===== src/rtl/lpcs_pkg.sv =====
// Shared constants and types of the LCD pixel command sequencer.
package lpcs_pkg;

  // Default coordinate arithmetic width
  localparam int COORD_WIDTH_DEF = 8;

  // Configuration port address width: seven 32-bit registers at 4*i
  localparam int CFG_ADDR_W = 5;
  localparam int CFG_DATA_W = 32;

  // Link command bytes
  localparam logic [7:0] CMD_COL     = 8'h2A;
  localparam logic [7:0] CMD_ROW     = 8'h2B;
  localparam logic [7:0] CMD_MEM     = 8'h2C;
  localparam logic [7:0] CMD_VSCROLL = 8'h37;
  localparam logic [7:0] BYTE_ZERO   = 8'h00;

  // Input item kinds
  localparam logic MODE_PIXEL  = 1'b0;
  localparam logic MODE_SCROLL = 1'b1;

  // Last byte position of each sequence
  localparam logic [3:0] SEQ_PIXEL_LAST  = 4'd12;
  localparam logic [3:0] SEQ_SCROLL_LAST = 4'd2;

  // Configuration register indexes
  typedef enum logic [2:0] {
    REG_ORIENTATION  = 3'd0,
    REG_PANEL_WIDTH  = 3'd1,
    REG_PANEL_HEIGHT = 3'd2,
    REG_RAM_WIDTH    = 3'd3,
    REG_RAM_HEIGHT   = 3'd4,
    REG_OFFSET_X     = 3'd5,
    REG_OFFSET_Y     = 3'd6
  } reg_idx_t;

  // Display rotation
  typedef enum logic [1:0] {
    ORIENT_UP    = 2'd0,
    ORIENT_DOWN  = 2'd1,
    ORIENT_LEFT  = 2'd2,
    ORIENT_RIGHT = 2'd3
  } orient_t;

endpackage


===== src/rtl/lpcs_in_if.sv =====
// Input channel of the LCD pixel command sequencer.
interface lpcs_in_if;
  logic        valid;
  logic        ready;
  logic        mode;
  logic [7:0]  pos_x;
  logic [7:0]  pos_y;
  logic [15:0] pixel_color;
  logic signed [8:0] scroll_rows;

  modport source (output valid, mode, pos_x, pos_y, pixel_color, scroll_rows,
                  input ready);
  modport sink (input valid, mode, pos_x, pos_y, pixel_color, scroll_rows,
                output ready);
endinterface


===== src/rtl/lpcs_out_if.sv =====
// Result channel of the LCD pixel command sequencer.
interface lpcs_out_if;
  logic       valid;
  logic       ready;
  logic [7:0] link_byte;
  logic       is_command;
  logic       last;

  modport source (output valid, link_byte, is_command, last, input ready);
  modport sink (input valid, link_byte, is_command, last, output ready);
endinterface


===== src/rtl/lcd_pixel_command_sequencer.sv =====
// Top level: maps pixel writes and scrolls to a stream of TFT link bytes.
// An accepted item passes the input register, then the serializer register, before
// its byte stream starts. Bytes flow one per cycle while the receiver is ready:
// 13 for a pixel write, 3 for a scroll; the byte serializer sets the rate. The input
// register takes the next item while the current one streams. Synchronous active-low
// reset restores the register defaults, clears the scroll row and empties both stages.
module lcd_pixel_command_sequencer #(
  parameter int COORD_WIDTH = lpcs_pkg::COORD_WIDTH_DEF
) (
  input  logic                            clk,
  input  logic                            rst_n,
  lpcs_in_if.sink                         in_chan,
  lpcs_out_if.source                      out_chan,
  input  logic                            psel,
  input  logic                            penable,
  input  logic                            pwrite,
  input  logic [lpcs_pkg::CFG_ADDR_W-1:0] paddr,
  input  logic [lpcs_pkg::CFG_DATA_W-1:0] pwdata,
  output logic [lpcs_pkg::CFG_DATA_W-1:0] prdata,
  output logic                            pready
);
  import lpcs_pkg::*;

  localparam int CW = COORD_WIDTH;

  // Configuration registers
  orient_t    orientation_r;
  logic [7:0] panel_width_r, panel_height_r, ram_width_r, ram_height_r;
  logic [7:0] offset_x_r, offset_y_r;
  logic [7:0] first_row_r, first_row_nxt;

  // Input stage
  logic              s1_valid_r;
  logic              s1_mode_r;
  logic [7:0]        s1_pos_x_r, s1_pos_y_r;
  logic [15:0]       s1_color_r;
  logic signed [8:0] s1_rows_r;

  // Serializer stage
  logic        s2_valid_r;
  logic        s2_scroll_r;
  logic [3:0]  s2_idx_r;
  logic [7:0]  s2_x_r, s2_y_r, s2_sbyte_r;
  logic [15:0] s2_color_r;

  logic       cfg_wr;
  reg_idx_t   cfg_idx;
  logic       s2_last, s2_done, s1_move;
  logic [7:0] pix_x_nxt, pix_y_nxt, sbyte_nxt;

  // Configuration port: writes complete in the access phase, no wait states
  assign pready  = 1'b1;
  assign cfg_wr  = psel && penable && pwrite && pready;
  assign cfg_idx = reg_idx_t'(paddr[4:2]);

  always_ff @(posedge clk) begin
    if (!rst_n) begin
      orientation_r  <= ORIENT_UP;
      panel_width_r  <= 8'd128;
      panel_height_r <= 8'd160;
      ram_width_r    <= 8'd132;
      ram_height_r   <= 8'd162;
      offset_x_r     <= 8'd2;
      offset_y_r     <= 8'd1;
    end else if (cfg_wr) begin
      case (cfg_idx)
        REG_ORIENTATION:  orientation_r  <= orient_t'(pwdata[1:0]);
        REG_PANEL_WIDTH:  panel_width_r  <= pwdata[7:0];
        REG_PANEL_HEIGHT: panel_height_r <= pwdata[7:0];
        REG_RAM_WIDTH:    ram_width_r    <= pwdata[7:0];
        REG_RAM_HEIGHT:   ram_height_r   <= pwdata[7:0];
        REG_OFFSET_X:     offset_x_r     <= pwdata[7:0];
        REG_OFFSET_Y:     offset_y_r     <= pwdata[7:0];
        default: ;
      endcase
    end
  end

  // Register read-back
  always_comb begin
    prdata = '0;
    case (cfg_idx)
      REG_ORIENTATION:  prdata[1:0] = orientation_r;
      REG_PANEL_WIDTH:  prdata[7:0] = panel_width_r;
      REG_PANEL_HEIGHT: prdata[7:0] = panel_height_r;
      REG_RAM_WIDTH:    prdata[7:0] = ram_width_r;
      REG_RAM_HEIGHT:   prdata[7:0] = ram_height_r;
      REG_OFFSET_X:     prdata[7:0] = offset_x_r;
      REG_OFFSET_Y:     prdata[7:0] = offset_y_r;
      default:          prdata      = '0;
    endcase
  end

  // Handshake between the stages
  assign s2_last = s2_scroll_r ? (s2_idx_r == SEQ_SCROLL_LAST)
                               : (s2_idx_r == SEQ_PIXEL_LAST);
  assign s2_done = s2_valid_r && out_chan.ready && s2_last;
  assign s1_move = s1_valid_r && (!s2_valid_r || s2_done);
  assign in_chan.ready = !s1_valid_r || s1_move;

  // Input register
  always_ff @(posedge clk) begin
    if (!rst_n) begin
      s1_valid_r <= 1'b0;
    end else if (in_chan.ready) begin
      s1_valid_r <= in_chan.valid;
    end
  end

  always_ff @(posedge clk) begin
    if (in_chan.valid && in_chan.ready) begin
      s1_mode_r  <= in_chan.mode;
      s1_pos_x_r <= in_chan.pos_x;
      s1_pos_y_r <= in_chan.pos_y;
      s1_color_r <= in_chan.pixel_color;
      s1_rows_r  <= in_chan.scroll_rows;
    end
  end

  // Pixel coordinate mapping, modulo 2^CW
  logic [CW-1:0] ph_w, pw_w, rw_w, rh_w, ox_w, oy_w, fr_w;
  logic [CW-1:0] top_w, xa, ya, xw, yw, rx_w, ry_w, xf, yf;

  always_comb begin
    ph_w  = CW'(panel_height_r);
    pw_w  = CW'(panel_width_r);
    rw_w  = CW'(ram_width_r);
    rh_w  = CW'(ram_height_r);
    ox_w  = CW'(offset_x_r);
    oy_w  = CW'(offset_y_r);
    fr_w  = CW'(first_row_r);
    top_w = ph_w + oy_w - fr_w - CW'(1);
    rx_w  = rw_w - pw_w - ox_w;
    ry_w  = rh_w - ph_w - oy_w;
    xa    = CW'(s1_pos_x_r);
    ya    = CW'(s1_pos_y_r);
    // Rotate and apply the scroll row
    case (orientation_r)
      ORIENT_UP:    ya = ya + top_w;
      ORIENT_DOWN:  ya = ya + fr_w;
      ORIENT_LEFT:  xa = xa + top_w;
      default:      xa = xa + fr_w;
    endcase
    // One conditional wrap by the panel height
    xw = (xa >= ph_w) ? xa - ph_w : xa;
    yw = (ya >= ph_w) ? ya - ph_w : ya;
    // Frame memory offsets
    case (orientation_r)
      ORIENT_UP: begin
        xf = xw + rx_w;
        yf = yw + ry_w;
      end
      ORIENT_DOWN: begin
        xf = xw + ox_w;
        yf = yw + oy_w;
      end
      ORIENT_LEFT: begin
        xf = xw + ry_w;
        yf = yw + ox_w;
      end
      default: begin
        xf = xw + oy_w;
        yf = yw + rx_w;
      end
    endcase
    pix_x_nxt = xf[7:0];
    pix_y_nxt = yf[7:0];
  end

  // Scroll row update with one wrap into the panel height
  logic signed [9:0] ssum, sh;

  always_comb begin
    sh   = signed'({2'b00, panel_height_r});
    ssum = signed'({2'b00, first_row_r}) + 10'(s1_rows_r);
    if (ssum < 0) begin
      ssum = ssum + sh;
    end else if (ssum >= sh) begin
      ssum = ssum - sh;
    end
    first_row_nxt = ssum[7:0];
    sbyte_nxt     = offset_y_r + first_row_nxt;
  end

  always_ff @(posedge clk) begin
    if (!rst_n) begin
      first_row_r <= 8'd0;
    end else if (s1_move && (s1_mode_r == MODE_SCROLL)) begin
      first_row_r <= first_row_nxt;
    end
  end

  // Serializer stage control
  always_ff @(posedge clk) begin
    if (!rst_n) begin
      s2_valid_r <= 1'b0;
      s2_idx_r   <= 4'd0;
    end else if (s1_move) begin
      s2_valid_r <= 1'b1;
      s2_idx_r   <= 4'd0;
    end else if (s2_done) begin
      s2_valid_r <= 1'b0;
    end else if (s2_valid_r && out_chan.ready) begin
      s2_idx_r <= s2_idx_r + 4'd1;
    end
  end

  always_ff @(posedge clk) begin
    if (s1_move) begin
      s2_scroll_r <= (s1_mode_r == MODE_SCROLL);
      s2_x_r      <= pix_x_nxt;
      s2_y_r      <= pix_y_nxt;
      s2_color_r  <= s1_color_r;
      s2_sbyte_r  <= sbyte_nxt;
    end
  end

  // Byte selection for the current position of the sequence
  always_comb begin
    out_chan.link_byte  = BYTE_ZERO;
    out_chan.is_command = 1'b0;
    if (s2_scroll_r) begin
      case (s2_idx_r)
        4'd0: begin
          out_chan.link_byte  = CMD_VSCROLL;
          out_chan.is_command = 1'b1;
        end
        4'd2:    out_chan.link_byte = s2_sbyte_r;
        default: out_chan.link_byte = BYTE_ZERO;
      endcase
    end else begin
      case (s2_idx_r)
        4'd0: begin
          out_chan.link_byte  = CMD_COL;
          out_chan.is_command = 1'b1;
        end
        4'd2, 4'd4: out_chan.link_byte = s2_x_r;
        4'd5: begin
          out_chan.link_byte  = CMD_ROW;
          out_chan.is_command = 1'b1;
        end
        4'd7, 4'd9: out_chan.link_byte = s2_y_r;
        4'd10: begin
          out_chan.link_byte  = CMD_MEM;
          out_chan.is_command = 1'b1;
        end
        4'd11:   out_chan.link_byte = s2_color_r[15:8];
        4'd12:   out_chan.link_byte = s2_color_r[7:0];
        default: out_chan.link_byte = BYTE_ZERO;
      endcase
    end
  end

  assign out_chan.valid = s2_valid_r;
  assign out_chan.last  = s2_last;

endmodule


===== src/flat_wrapper.sv =====
// flat-port wrapper written by rule: the top's interface ports become plain ports
module lcd_pixel_command_sequencer_flat import lpcs_pkg::*;
#(
  parameter int COORD_WIDTH = lpcs_pkg::COORD_WIDTH_DEF
)
  (clk, rst_n, psel, penable, pwrite, paddr, pwdata, prdata, pready, in_chan_valid, in_chan_mode, in_chan_pos_x, in_chan_pos_y, in_chan_pixel_color, in_chan_scroll_rows, in_chan_ready, out_chan_valid, out_chan_link_byte, out_chan_is_command, out_chan_last, out_chan_ready);
  lpcs_in_if in_chan_i ();
  lpcs_out_if out_chan_i ();
  input  logic clk;
  input  logic rst_n;
  input  logic psel;
  input  logic penable;
  input  logic pwrite;
  input  logic [lpcs_pkg::CFG_ADDR_W-1:0] paddr;
  input  logic [lpcs_pkg::CFG_DATA_W-1:0] pwdata;
  output logic [lpcs_pkg::CFG_DATA_W-1:0] prdata;
  output logic pready;
  input wire logic [$bits(in_chan_i.valid)-1:0] in_chan_valid;
  input wire logic [$bits(in_chan_i.mode)-1:0] in_chan_mode;
  input wire logic [$bits(in_chan_i.pos_x)-1:0] in_chan_pos_x;
  input wire logic [$bits(in_chan_i.pos_y)-1:0] in_chan_pos_y;
  input wire logic [$bits(in_chan_i.pixel_color)-1:0] in_chan_pixel_color;
  input wire logic [$bits(in_chan_i.scroll_rows)-1:0] in_chan_scroll_rows;
  output wire logic [$bits(in_chan_i.ready)-1:0] in_chan_ready;
  output wire logic [$bits(out_chan_i.valid)-1:0] out_chan_valid;
  output wire logic [$bits(out_chan_i.link_byte)-1:0] out_chan_link_byte;
  output wire logic [$bits(out_chan_i.is_command)-1:0] out_chan_is_command;
  output wire logic [$bits(out_chan_i.last)-1:0] out_chan_last;
  input wire logic [$bits(out_chan_i.ready)-1:0] out_chan_ready;
  assign in_chan_i.valid = in_chan_valid;
  assign in_chan_i.mode = in_chan_mode;
  assign in_chan_i.pos_x = in_chan_pos_x;
  assign in_chan_i.pos_y = in_chan_pos_y;
  assign in_chan_i.pixel_color = in_chan_pixel_color;
  assign in_chan_i.scroll_rows = in_chan_scroll_rows;
  assign in_chan_ready = in_chan_i.ready;
  assign out_chan_valid = out_chan_i.valid;
  assign out_chan_link_byte = out_chan_i.link_byte;
  assign out_chan_is_command = out_chan_i.is_command;
  assign out_chan_last = out_chan_i.last;
  assign out_chan_i.ready = out_chan_ready;
  lcd_pixel_command_sequencer #(.COORD_WIDTH(COORD_WIDTH)) u_core (.clk(clk), .rst_n(rst_n), .in_chan(in_chan_i), .out_chan(out_chan_i), .psel(psel), .penable(penable), .pwrite(pwrite), .paddr(paddr), .pwdata(pwdata), .prdata(prdata), .pready(pready));
endmodule

===== config.mk =====
export PLATFORM = sky130hd
export DESIGN_NAME = lcd_pixel_command_sequencer_flat
export DESIGN_NICKNAME = d
export VERILOG_FILES = /design/src/rtl/lpcs_pkg.sv /design/src/rtl/lpcs_in_if.sv /design/src/rtl/lpcs_out_if.sv /design/src/rtl/lcd_pixel_command_sequencer.sv /design/src/flat_wrapper.sv
export SDC_FILE = /design/constraint.sdc
export NUM_CORES = 1
export LEC_CHECK = 0
export BUFFER_PORTS_ARGS = -buffer_cell sky130_fd_sc_hd__buf_2
export CAP_MARGIN = 20
export CORE_MARGIN = 2
export CORE_UTILIZATION = 50
export DETAILED_ROUTE_END_ITERATION = 7
export PLACE_DENSITY_LB_ADDON = 0.25
export SYNTH_ARGS = -nofsm -noshare
export SYNTH_HDL_FRONTEND = slang
export SYNTH_SLANG_ARGS = --single-unit

===== constraint.sdc =====
create_clock -name clk -period 7.35 [get_ports clk]
set_clock_uncertainty 0.15 [all_clocks]
set_input_delay 0.735 -clock clk [delete_from_list [all_inputs] [get_ports clk]]
set_output_delay 0.735 -clock clk [all_outputs]
set_load 0.05 [all_outputs]

* After elaboration in Yosys (flattened, before gate mapping)
Cells that the tools add are included.
Word-level totals: register bits after elaboration 147, bits in latches 0, bits in writable memories 0, ROM bits 0, bits of input ports 86, output and inout port bits 45, word-level logic and storage cells 116, memories kept 0
Cells by class: $add $sub $neg 26, multiply operators 0, div/mod/pow operators 0, order comparisons 4, eq/ne operators 16, shift-type cells 0, muxes and demuxes 19, bitwise gates (word level) 2, reduce and logical (&&, ||, !) cells 28
Operators by type and width (count):
- $add A8 B8 Y8 | 15
- $sub A8 B8 Y8 | 8
- $pmux W8 S7 | 1
- $pmux W8 S2 | 3
- $pmux W8 S3 | 2
- $mux W8 | 5
- $pmux W6 S6 | 1
- $eq A4 B4 Y1 const B | 4
- $ge A8 B8 Y1 | 2
- $reduce_and A2 Y1 | 8
- $pmux W2 S7 | 1
- $eq A4 B3 Y1 const B | 3
- $add A9 B9 Y10 | 1
- $ge A10 B9 Y1 | 1
- $lt A10 B1 Y1 const B | 1
- $eq A3 B3 Y1 const B | 3
- $reduce_or A2 Y1 | 4
- $sub A8 B1 Y8 const B | 1
- $logic_and A1 B1 Y1 | 7
- $eq A3 B2 Y1 const B | 2
- $mux W1 | 6
- $add A4 B1 Y4 const B | 1
- $eq A4 B2 Y1 const B | 1
- $logic_not A4 Y1 | 1
- 10 further kinds | 13

* Logic depth before layout (Yosys ltp)
Gate-level depths: netlist of the first run.
depth in word-level cells 9, depth in mapped cells 31, gate-level depth less buffers 30

* Worst setup path after synthesis of the first run
Ideal clock, no wire load.
kind register to register, start point register u_core.first_row_r[1], end point register u_core.s2_x_r[7] (data pin), library setup time 0.260 ns, data arrival time 5.982 ns, data required time 6.940 ns, slack 0.958 ns, stages on the path, launching flop included 28, path buffers 1, period minus slack after synthesis 6.392 ns, path through dfxtp_1 > inv_1 > fa_1 > ha_1 > fa_1 > a211oi_1 > o21ai_0 > o21ai_0 > ha_1 > or2_2 > a21oi_1 > a21o_1 > or4b_1 > nand4_1 > xor2_1 > ha_1 > nand2_1 > o21ai_0 > clkbuf_1 > mux2_2 > ha_1 > a21oi_1 > o21ai_0 > o21ai_0 > nand2b_1 > a21oi_1 > xnor2_1 > xnor2_1
Between the ends: word-level cells in the longest chain between the ends 8, elaborated cells between the ends (all ways) 13, classes of those cells add/sub (9); order compare (1); mux (3)
RTL lines:
- start: declaration | line lcd_pixel_command_sequencer.sv:30 | logic [7:0] first_row_r, first_row_nxt;
- start signal: assignment | line lcd_pixel_command_sequencer.sv:189 | first_row_r <= first_row_nxt;
- $sub A8 B8 Y8 | line lcd_pixel_command_sequencer.sv:132 | top_w = ph_w + oy_w - fr_w - CW'(1);
- $sub A8 B1 Y8 | line lcd_pixel_command_sequencer.sv:132
- $add A8 B8 Y8 | line lcd_pixel_command_sequencer.sv:141 | ORIENT_LEFT: xa = xa + top_w;
- $pmux W8 S2 (*) | line lcd_pixel_command_sequencer.sv:138 | case (orientation_r)
- $sub A8 B8 Y8 or $ge A8 B8 Y1 (tied branches) | line lcd_pixel_command_sequencer.sv:145 | xw = (xa >= ph_w) ? xa - ph_w : xa;
- $mux W8 (*) | line lcd_pixel_command_sequencer.sv:145
- $add A8 B8 Y8 (on tied branches)
- $pmux W8 S3 (*) | line lcd_pixel_command_sequencer.sv:148 | case (orientation_r)
- named net u_core.pix_x_nxt[7] | line lcd_pixel_command_sequencer.sv:49 | logic [7:0] pix_x_nxt, pix_y_nxt, sbyte_nxt;
- end signal: assignment | line lcd_pixel_command_sequencer.sv:211 | s2_x_r <= pix_x_nxt;
- end: declaration | line lcd_pixel_command_sequencer.sv:43 | logic [7:0] s2_x_r, s2_y_r, s2_sbyte_r;
Mark *: on every way through the listed nets, which the timed path passes. The rest lies on a longest branch. A chain may end at the register's enable or synchronous reset.

* Worst setup path in the final report of the first run
start point register u_core.offset_y_r[2], end point register u_core.s2_x_r[7] (data pin)
Between the ends: word-level cells in the longest chain between the ends 9, elaborated cells between the ends (all ways) 14, classes of those cells add/sub (10); order compare (1); mux (3)
RTL lines:
- start: declaration | line lcd_pixel_command_sequencer.sv:29 | logic [7:0] offset_x_r, offset_y_r;
- start signal: assignment | line lcd_pixel_command_sequencer.sv:73 | REG_OFFSET_Y: offset_y_r <= pwdata[7:0];
- $add A8 B8 Y8 | line lcd_pixel_command_sequencer.sv:132
- $sub A8 B8 Y8 | line lcd_pixel_command_sequencer.sv:132
- $sub A8 B1 Y8 | line lcd_pixel_command_sequencer.sv:132
- $add A8 B8 Y8 | line lcd_pixel_command_sequencer.sv:141
- $pmux W8 S2 | line lcd_pixel_command_sequencer.sv:138
- $sub A8 B8 Y8 or $ge A8 B8 Y1 (tied branches) | line lcd_pixel_command_sequencer.sv:145
- $mux W8 | line lcd_pixel_command_sequencer.sv:145
- $add A8 B8 Y8 (on tied branches)
- $pmux W8 S3 (*) | line lcd_pixel_command_sequencer.sv:148
- named net u_core.pix_x_nxt[7] | line lcd_pixel_command_sequencer.sv:49
Marks and branches as above.

==> run metrics, run 1 <==
status finished, final reports clean; CTS Sinks 147; # rows 55; Synth cell types 73; number of remaining DRC errors 0; Final #Nets 1496; Worst EP arrival 6.92 ns; Post-synth EDFFs 83; fin crit share 94.0%; Hold/Removal Path Class reg2reg; DR WL/cell 18.8 um; area grow syn2layout 10.7%; DR vias/cell 5.82; port buffer count 79; top-count cell post-synth ha_1; Total Power 2.85 mW; CTS tree done; htree depth 4; Synth warnings 0; Pwr Density 224 mW/mm2; Detailed Route WL 29.6 mm; fmax 145 MHz; Worst-Margin Slew 1.17 ns; DP HPWL 22.7 mm; top cells by count, synth 105 x ha_1, 100 x inv_1, 100 x nand2_1, 86 x a21oi_1, 83 x edfxtp_1; setup TNS 0 ns; leakage power 5.15 nW; global-route wire length before repair 46.9 mm; Max-slew headroom 21.7%; share of cells above drive strength 1 13.4%; Mapped Avg Cell Area 9.59 um2; final hold violations 0; 1st-iter DRT viols 819; Max stage delay cell, worst path fa_1; Synth area leader edfxtp_1; clk slew on worst S/H paths 0.07 ns; CTS Buf Count 17; Slew Limit Fails 0; Syn Inst Count 1200; Placer Congestion 0.962; diode count 0; gr usage total 25.2%; ys flop type edfxtp_1; clock latency at the later pin of the worst-skew pair 0.44 ns; # hold bufs at CTS 0; drt first pass iters 5; Mapped Area 0.0115 mm2; core area 0.0226 mm2; pin count of the biggest net entering global routing 64; DRT antenna net count 0; vias in the first global route 8803; critical path class reg2reg; io pins 131; clock tree buffer depth 2; die area 0.0242 mm2; Worst Path Required 7.36 ns; setup violators final 0; total gr overflow 0; CP max FO 11; post-synthesis async set-or-reset flop share 0%; Hold Slack 0.271 ns; worst vdd ir 147 uV; Worst Setup Start Kind flop; synthesis-stage register bit count 147; share of the synthesized area in the top cell type 21.7%; top cells by area, synth edfxtp_1 22%, ha_1 11%, dfxtp_1 11%; Die Width 156 um; number of max-cap violations 0; RSZ-0062 raised after global routing no; slowest stage delay, CP 0.52 ns; die height 156 um; sequential share of the synthesized area 32.8%; DR vias 9136; Final min period 6.91 ns; initial antenna violation count 0; CTS Root Cell clkbuf_16; Crit. End Element flop; initial core utilization 50.8%
==> cell type report <==
class	instances	area, um2
clock buffer	17	425
clock inverter	15	141
fill	1999	9910
timing repair buffer	93	526
inverter	100	375
tap	285	357
sequential	147	3770
multi-input combinational	914	7140
==> timing repair <==
item / 4_1_cts / 5_1_grt
setup buffers: 0 / 0
gates resized for setup: 0 / 5
endpoints found under the setup margin: 0 / 2
endpoints found under the hold margin: 0 / 0
==> sequential cells by signal (all words and copies together) (netlist names) <==
| name | cells |
|---|---|
| u_core.out_chan.valid | 1 |
| u_core.s2_color_r | 16 |
| u_core.ram_width_r | 8 |
| u_core.panel_height_r | 8 |
| u_core.s2_y_r | 8 |
| u_core.ram_height_r | 8 |
| u_core.s2_scroll_r | 1 |
| u_core.s1_pos_x_r | 8 |
| u_core.s1_rows_r | 9 |
| u_core.panel_width_r | 8 |
| u_core.s2_sbyte_r | 8 |
| u_core.s2_x_r | 8 |
| u_core.s1_valid_r | 1 |
| u_core.orientation_r | 2 |
| u_core.s1_mode_r | 1 |
| u_core.s1_color_r | 16 |
| u_core.first_row_r | 8 |
| u_core.offset_y_r | 8 |
| u_core.offset_x_r | 8 |
| u_core.s1_pos_y_r | 8 |
| u_core.s2_idx_r | 4 |
==> cells by family after synthesis <==
group / share of synthesized area, %
compound gates: 16.3
mux: 9.25
xor+xnor: 5.48
other cells: 0.0653
flops: 32.8
fa+ha+maj: 17.0
simple gates: 12.9
buf+inv: 6.20
==> cell usage in the layout, fill, tap and decap left out, types with 6 or more instances in the layout <==
master	synthesis	routed
mux2_2	15	15
o21a_1	7	7
inv_1	100	100
fa_1	32	32
nand2_1	100	100
xnor2_1	41	41
nor2b_1	47	46
buf_2	3	79
conb_1	2	25
a21o_1	21	21
a21oi_1	86	85
or3_1	12	12
o211ai_1	15	15
a21boi_0	17	17
ha_1	105	105
mux4_2	14	14
edfxtp_1	83	83
nor2_1	64	64
nor3_1	16	16
clkbuf_16	0	17
buf_4	25	12
nand3_1	10	10
xor2_1	31	31
o21bai_1	7	7
a221oi_1	6	6
dfxtp_1	64	64
o21ai_0	73	70
a211oi_1	9	8
mux2i_1	58	58
nand2b_1	16	16
==> path summary, 6_finish.rpt <==
kind / start / to / slack (ns) / cells past startpoint
worst max register to register: u_core.offset_y_r[2] / u_core.s2_x_r[7] / 0.44 / 30
worst min register to register: u_core.s1_color_r[10] / u_core.s2_color_r[10] / 0.27 / 0
worst max-delay path: u_core.offset_y_r[2] / u_core.s2_x_r[7] / 0.44 / 30
worst min-delay path: u_core.s1_color_r[10] / u_core.s2_color_r[10] / 0.27 / 0
==> critical path: cells and delay by family, from the launching register on <==
family | cells | cell delay [ns]
and+or+nand+nor | 4 | 0.46
muxes | 2 | 0.68
DFF | 1 | 0.39
AOI/OAI and AO/OA | 12 | 2.22
xor gates and xnor gates | 4 | 0.51
buffers and inverters | 3 | 0.44
adders and majority gates | 5 | 1.78
==> routing by layer <==
metal  vias up  share of wire [%]  track usage [%]  routed length, um
met4         0                1.9             6.82                550
met1      4371                 45             33.9              13300
met2       309                 48             42.2              14200
li1       4407                  -                -                  -
met3        49                5.3             4.31               1570
met5         -                  0                0                  0
==> stage by stage <==
step	setup WS, ns	cell area, um2	instances	utilization [%]
global placement	0.465	12100	1537	53.5
global route	0.00173	12700	1571	56.2
floorplan	0.958	11600	1223	-
detailed placement	0.358	12100	1537	53.5
finish	0.444	12700	1571	56.2
CTS	0.349	12700	1569	56.0
==> power breakdown <==
part	switching [mW]	total (mW)	internal, mW
Combinational	0.588	1.01	0.417
Sequential	0.0273	0.989	0.962
Clock	0.409	0.858	0.449
(Power assumes the default switching activity.)
==> inputs of run 2 (changes only) <==
CORE_ASPECT_RATIO = 0.7   (was unset)
PLACE_DENSITY = 0.69   (was unset)
PLACE_DENSITY_LB_ADDON = unset   (was 0.25)
==> run metrics, run 2 (synthesized netlist as in run 1, its figures left out) <==
share of cells above drive strength 1 13.7% (+0.28 points); register area 0.00377 mm2 (unchanged); die area 0.0243 mm2 (about the same); most frequent cells in the layout 105 x ha_1, 100 x inv_1, 100 x nand2_1, 84 x a21oi_1, 83 x edfxtp_1; DR WL/cell 19.0 um (+1.1%); total gr overflow 0 (unchanged); leakage power 5.17 nW (+0.37%); pin count of the biggest net entering global routing 64 (unchanged); port buffer count 79 (unchanged); Crit. End Element flop; DRT antenna net count 0 (unchanged); RSZ-0062 raised after global routing no; Hold Slack 0.266 ns (-0.00496 ns); multi-input logic area 0.00714 mm2 (unchanged); Total Power 2.89 mW (+1.3%); CTS Buf Count 17 (unchanged); area grow syn2layout 11.3%; Max-slew headroom 28.4% (+6.7 points); CTS tree done; number of max-cap violations 0 (unchanged); Placer Congestion 0.919 (-4.5%); vias in the first global route 8792 (-0.12%); status finished, final reports clean; number of remaining DRC errors 0 (unchanged); Final min period 6.91 ns (+0.00362 ns); final hold violations 0 (unchanged); Max stage delay cell, worst path fa_1; commonest non-fill, non-tap cell in the layout ha_1; clock tree buffer depth 2 (unchanged); critical path class reg2reg; Worst Path Required 7.39 ns (+0.03 ns); io pins 131 (unchanged); DR vias 9259 (+1.3%); # rows 46 (-16%); die height 131 um (-16%); initial core utilization 50.9% (about the same); Slew Limit Fails 0 (unchanged); Final Cell Area 0.0128 mm2 (+0.55%); CTS Sinks 147 (unchanged); FILL cells 1978 (-1.1%); fin crit share 94.0% (about the same); global-route wire length before repair 47.1 mm (+0.28%); slowest stage delay, CP 0.53 ns (about the same); fmax 145 MHz (about the same); DR vias/cell 5.78 (-0.55%); Die Width 185 um (+19%); # hold bufs at CTS 0 (unchanged); Post-DP Area 0.0122 mm2 (+0.53%); 1st-iter DRT viols 883 (+7.8%); initial antenna violation count 0 (unchanged); worst vdd ir 187 uV (+27%); Worst Setup Start Kind flop; Pwr Density 226 mW/mm2 (+0.71%); Regs by FF count u_core.s1_color_r (16), u_core.s2_color_r (16), u_core.s1_rows_r (9); setup TNS 0 ns (unchanged); CTS Root Cell clkbuf_16; CP max FO 10 (-1); cell mode on critical path a21oi_1; DP HPWL 23.7 mm (+4.7%); gr usage total 25.8% (+0.61 points); Final #Nets 1499 (+0.20%); Worst-Margin Slew 1.07 ns (-0.101 ns); core area 0.0226 mm2 (about the same); Hold/Removal Path Class reg2reg; Detailed Route WL 30.5 mm (+3.0%); htree depth 4 (unchanged); clk slew on worst S/H paths 0.07 ns (about the same); clock latency at the later pin of the worst-skew pair 0.45 ns (about the same); setup violators final 0 (unchanged); drt first pass iters 5 (unchanged); diode count 0 (unchanged); Worst EP arrival 6.94 ns (+0.02 ns)
[run 2: metal layers]
metal | global-route usage (%) | share of wire [%] | wire, um
met1 | 37.7 | 48 | 14600
met2 | 37.3 | 41 | 12500
met3 | 6.43 | 8.8 | 2690
met4 | 8.50 | 2.2 | 676
met5 | 0 | 0 | 0
[run 2: metrics by stage]
step           std cells  utilization (%)  worst slack, ns
6_report            1601             56.6            0.441
2_1_floorplan       1223                -            0.958
3_5_place_dp        1568             53.8            0.215
4_1_cts             1600             56.5            0.205
3_3_place_gp        1568             53.8            0.404
5_1_grt             1601             56.6           0.0115
[run 2: power breakdown]
| part | switching (mW) | internal, mW | total (mW) |
|---|---|---|---|
| Sequential | 0.0345 | 0.962 | 0.997 |
| Clock | 0.408 | 0.482 | 0.890 |
| Combinational | 0.585 | 0.417 | 1.00 |
| Total | 1.03 | 1.86 | 2.89 |
[run 2: path summary, 6_finish.rpt]
check / endpoint / slack (ns) / depth (start not counted) / start
min reg2reg: u_core.s2_color_r[15] / 0.27 / 0 / u_core.s1_color_r[15]
max reg2reg: u_core.s2_x_r[7] / 0.44 / 29 / u_core.offset_y_r[2]
max: u_core.s2_x_r[7] / 0.44 / 29 / u_core.offset_y_r[2]
min: u_core.s2_color_r[15] / 0.27 / 0 / u_core.s1_color_r[15]
[run 2: repair_timing]
item                                    in CTS  in global routing
resized for setup                            0                  7
hold endpoints to repair                     0                  0
setup buffers                                0                  0
endpoints found under the setup margin       0                  2
[run 2: worst max-delay path, delay by kind of cell, from the launching register on]
kind            cells  cell delay [ns]
fa+ha+maj           5             1.79
xor+xnor            4             0.59
compound gates     13             2.32
mux                 1             0.28
flops               1             0.41
simple gates        3             0.65
buf+inv             3             0.44
[run 2: area by class of cell]
| type | instances | area share, % |
|---|---|---|
| Clock buffer | 17 | 3.32 |
| Clock inverter | 15 | 1.31 |
| Inverter | 100 | 2.93 |
| Multi-Input combinational cell | 914 | 55.7 |
| Sequential cell | 147 | 29.5 |
| Tap cell | 312 | 3.05 |
| Timing Repair Buffer | 96 | 4.18 |
==> inputs of run 3 (changes only) <==
ABC_AREA = 1   (was unset)
==> run metrics, run 3 <==
status finished, final reports clean; Max stage delay cell, worst path fa_1; setup violators final 0 (unchanged); initial core utilization 50.6% (-0.26 points); # hold bufs at CTS 0 (unchanged); Final #Nets 1725 (+15%); DR WL/cell 18.3 um (-4.0%); 1st-iter DRT viols 945 (+7.0%); Max-slew headroom 39.5% (+11 points); drt first pass iters 5 (unchanged); commonest non-fill, non-tap cell in the layout nand2_1; DRT antenna net count 0 (unchanged); Pwr Density 235 mW/mm2 (+4.1%); most frequent cells in the layout 250 x nand2_1, 206 x inv_1, 138 x o21ai_0, 109 x a21oi_1, 105 x ha_1; share of the synthesized area in the top cell type 21.9% (+0.28 points); Hold Startpoint u_core.s1_color_r[14]; sequential share of the synthesized area 33.2% (+0.42 points); total gr overflow 0 (unchanged); post-synthesis async set-or-reset flop share 0% (unchanged); Synth warnings 0 (unchanged); number of max-cap violations 0 (unchanged); Detailed Route WL 33.0 mm (+8.1%); Post-synth EDFFs 83 (unchanged); die height 130 um (-0.62%); r2r setup slk 0.51 ns (+0.07 ns); DR vias 10000 (+8.5%); RSZ-0062 raised after global routing no; pre-CTS setup slack 0.520 ns (+0.305 ns); CTS Buf Count 17 (unchanged); Die Width 184 um (-0.62%); CTS Sinks 147 (unchanged); final hold violations 0 (unchanged); CP startpoint u_core.first_row_r[1]; CP max FO 15 (+5); slowest stage delay, CP 0.49 ns (-0.04 ns); ys flop type edfxtp_1; Worst Path Required 7.39 ns (about the same); crit path buf inv count 6 (+3); pin count of the biggest net entering global routing 59 (-7.8%); global-route wire length before repair 49.5 mm (+5.2%); Worst-Margin Slew 0.906 ns (-0.163 ns); core area 0.0224 mm2 (-0.76%); R2R depth 32 (+10%); fin crit share 93.0% (-1.0 points); Synth area leader edfxtp_1; final core occ 56.1% (-0.50 points); Mapped Avg Cell Area 8.03 um2 (-16%); setup TNS 0 ns (unchanged); Placer Congestion 0.902 (-1.8%); Slew Limit Fails 0 (unchanged); Syn Inst Count 1415 (+18%); vias in the first global route 8942 (+1.7%); DR vias/cell 5.57 (-3.7%); Hold/Removal Path Class reg2reg; clock tree buffer depth 2 (unchanged); leakage power 5.84 nW (+13%); gr usage total 27.8% (+2.0 points); FILL cells 2090 (+5.7%); initial antenna violation count 0 (unchanged); Worst Slack Setup Final 0.514 ns (+0.0734 ns); synthesis-stage register bit count 147 (unchanged); clk slew on worst S/H paths 0.06 ns (about the same); worst vdd ir 193 uV (+3.3%); htree depth 4 (unchanged); # rows 46 (unchanged); number of remaining DRC errors 0 (unchanged); CTS Root Cell clkbuf_16; Synth cell types 52 (-29%); Crit Reg-Reg Endpoint u_core.s2_y_r[7]; Worst EP arrival 6.88 ns (-0.06 ns); top-count cell post-synth nand2_1; Worst path top cell family by delay adder cells; critical path class reg2reg; Worst Setup Start Kind flop; Worst R2R Start u_core.first_row_r[1]; clock latency at the later pin of the worst-skew pair 0.44 ns (about the same); Crit. End Element flop; die area 0.0240 mm2 (-1.2%); DP HPWL 25.7 mm (+8.2%); port buffer count 79 (unchanged); top cells by count, synth 250 x nand2_1, 209 x inv_1, 138 x o21ai_0, 110 x a21oi_1, 105 x ha_1; io pins 131 (unchanged); Total Power 2.96 mW (+2.4%); CTS tree done; Mapped Area 0.0114 mm2 (-1.3%); share of cells above drive strength 1 10.6% (-3.1 points); fmax 146 MHz (+1.1%); WHS Path Cells 0 (unchanged); Final min period 6.84 ns (-0.0734 ns); area grow syn2layout 10.9%; top cells by area, synth edfxtp_1 22%, ha_1 12%, dfxtp_1 11%; hold endpoint u_core.s2_color_r[14]; Regs by FF count u_core.s1_color_r (16), u_core.s2_color_r (16), u_core.s1_rows_r (9)
## run 3: report_power, final
group	total, mW	leakage [nW]	switching [mW]	internal (mW)
registers	0.998	1.31	0.0287	0.969
clock network	0.851	0.268	0.356	0.496
logic	1.11	4.27	0.723	0.385
## run 3: area by class of cell
| class | instances | area [um2] | share of cell area, % |
|---|---|---|---|
| Antenna cell | 1 | 2.50 | 0.0199 |
| Clock buffer | 21 | 440 | 3.50 |
| Clock inverter | 11 | 113 | 0.894 |
| Inverter | 221 | 838 | 6.66 |
| Multi-Input combinational cell | 1019 | 6540 | 51.9 |
| Sequential cell | 147 | 3770 | 30.0 |
| Tap cell | 288 | 360 | 2.86 |
| Timing Repair Buffer | 96 | 523 | 4.15 |
## run 3: timing repair
item                       CTS  global route
gates resized for setup      0             4
setup buffers                0             3
setup endpoints to repair    0             3
## run 3: cell families (layout without fill, tap and decap cells)
family	Yosys count	in the layout	share of synthesized area [%]
AOI/OAI and AO/OA	345	345	17.5
muxes	3	3	0.264
buffers and inverters	272	349	10.0
adders and majority gates	137	137	17.2
other	2	26	0.0661
xor gates and xnor gates	64	64	4.93
and+or+nand+nor	445	445	16.8
DFF	147	147	33.2
## run 3: worst max-delay path by stage
| stage | depth (start not counted) | to | slack, ns |
|---|---|---|---|
| after global routing | 38 | u_core.s2_x_r[7] | 0.02 |
| after detailed placement | 39 | u_core.s2_y_r[7] | 0.52 |
| after global placement | 39 | u_core.s2_y_r[7] | 0.65 |
| final | 32 | u_core.s2_y_r[7] | 0.51 |
| after floorplan | 38 | u_core.s2_y_r[7] | 1.39 |
| after CTS | 39 | u_core.s2_y_r[7] | 0.42 |
## run 3: metrics by stage
| step | instances | hold slack, ns | cell area, um2 |
|---|---|---|---|
| CTS | 1800 | 0.269 | 12600 |
| global placement | 1768 | 0.252 | 12000 |
| detailed placement | 1768 | 0.255 | 12000 |
| finish | 1804 | 0.269 | 12600 |
| floorplan | 1438 | 0.250 | 11400 |
| global route | 1803 | 0.275 | 12600 |
## run 3: routing by layer
metal | part of all wire (%) | track usage (%) | up-vias
met4 | 2.1 | 7.48 | 0
met2 | 41 | 40.0 | 439
met1 | 47 | 41.0 | 4626
li1 | - | - | 4928
met3 | 9.8 | 7.70 | 52
met5 | 0 | 0 | -
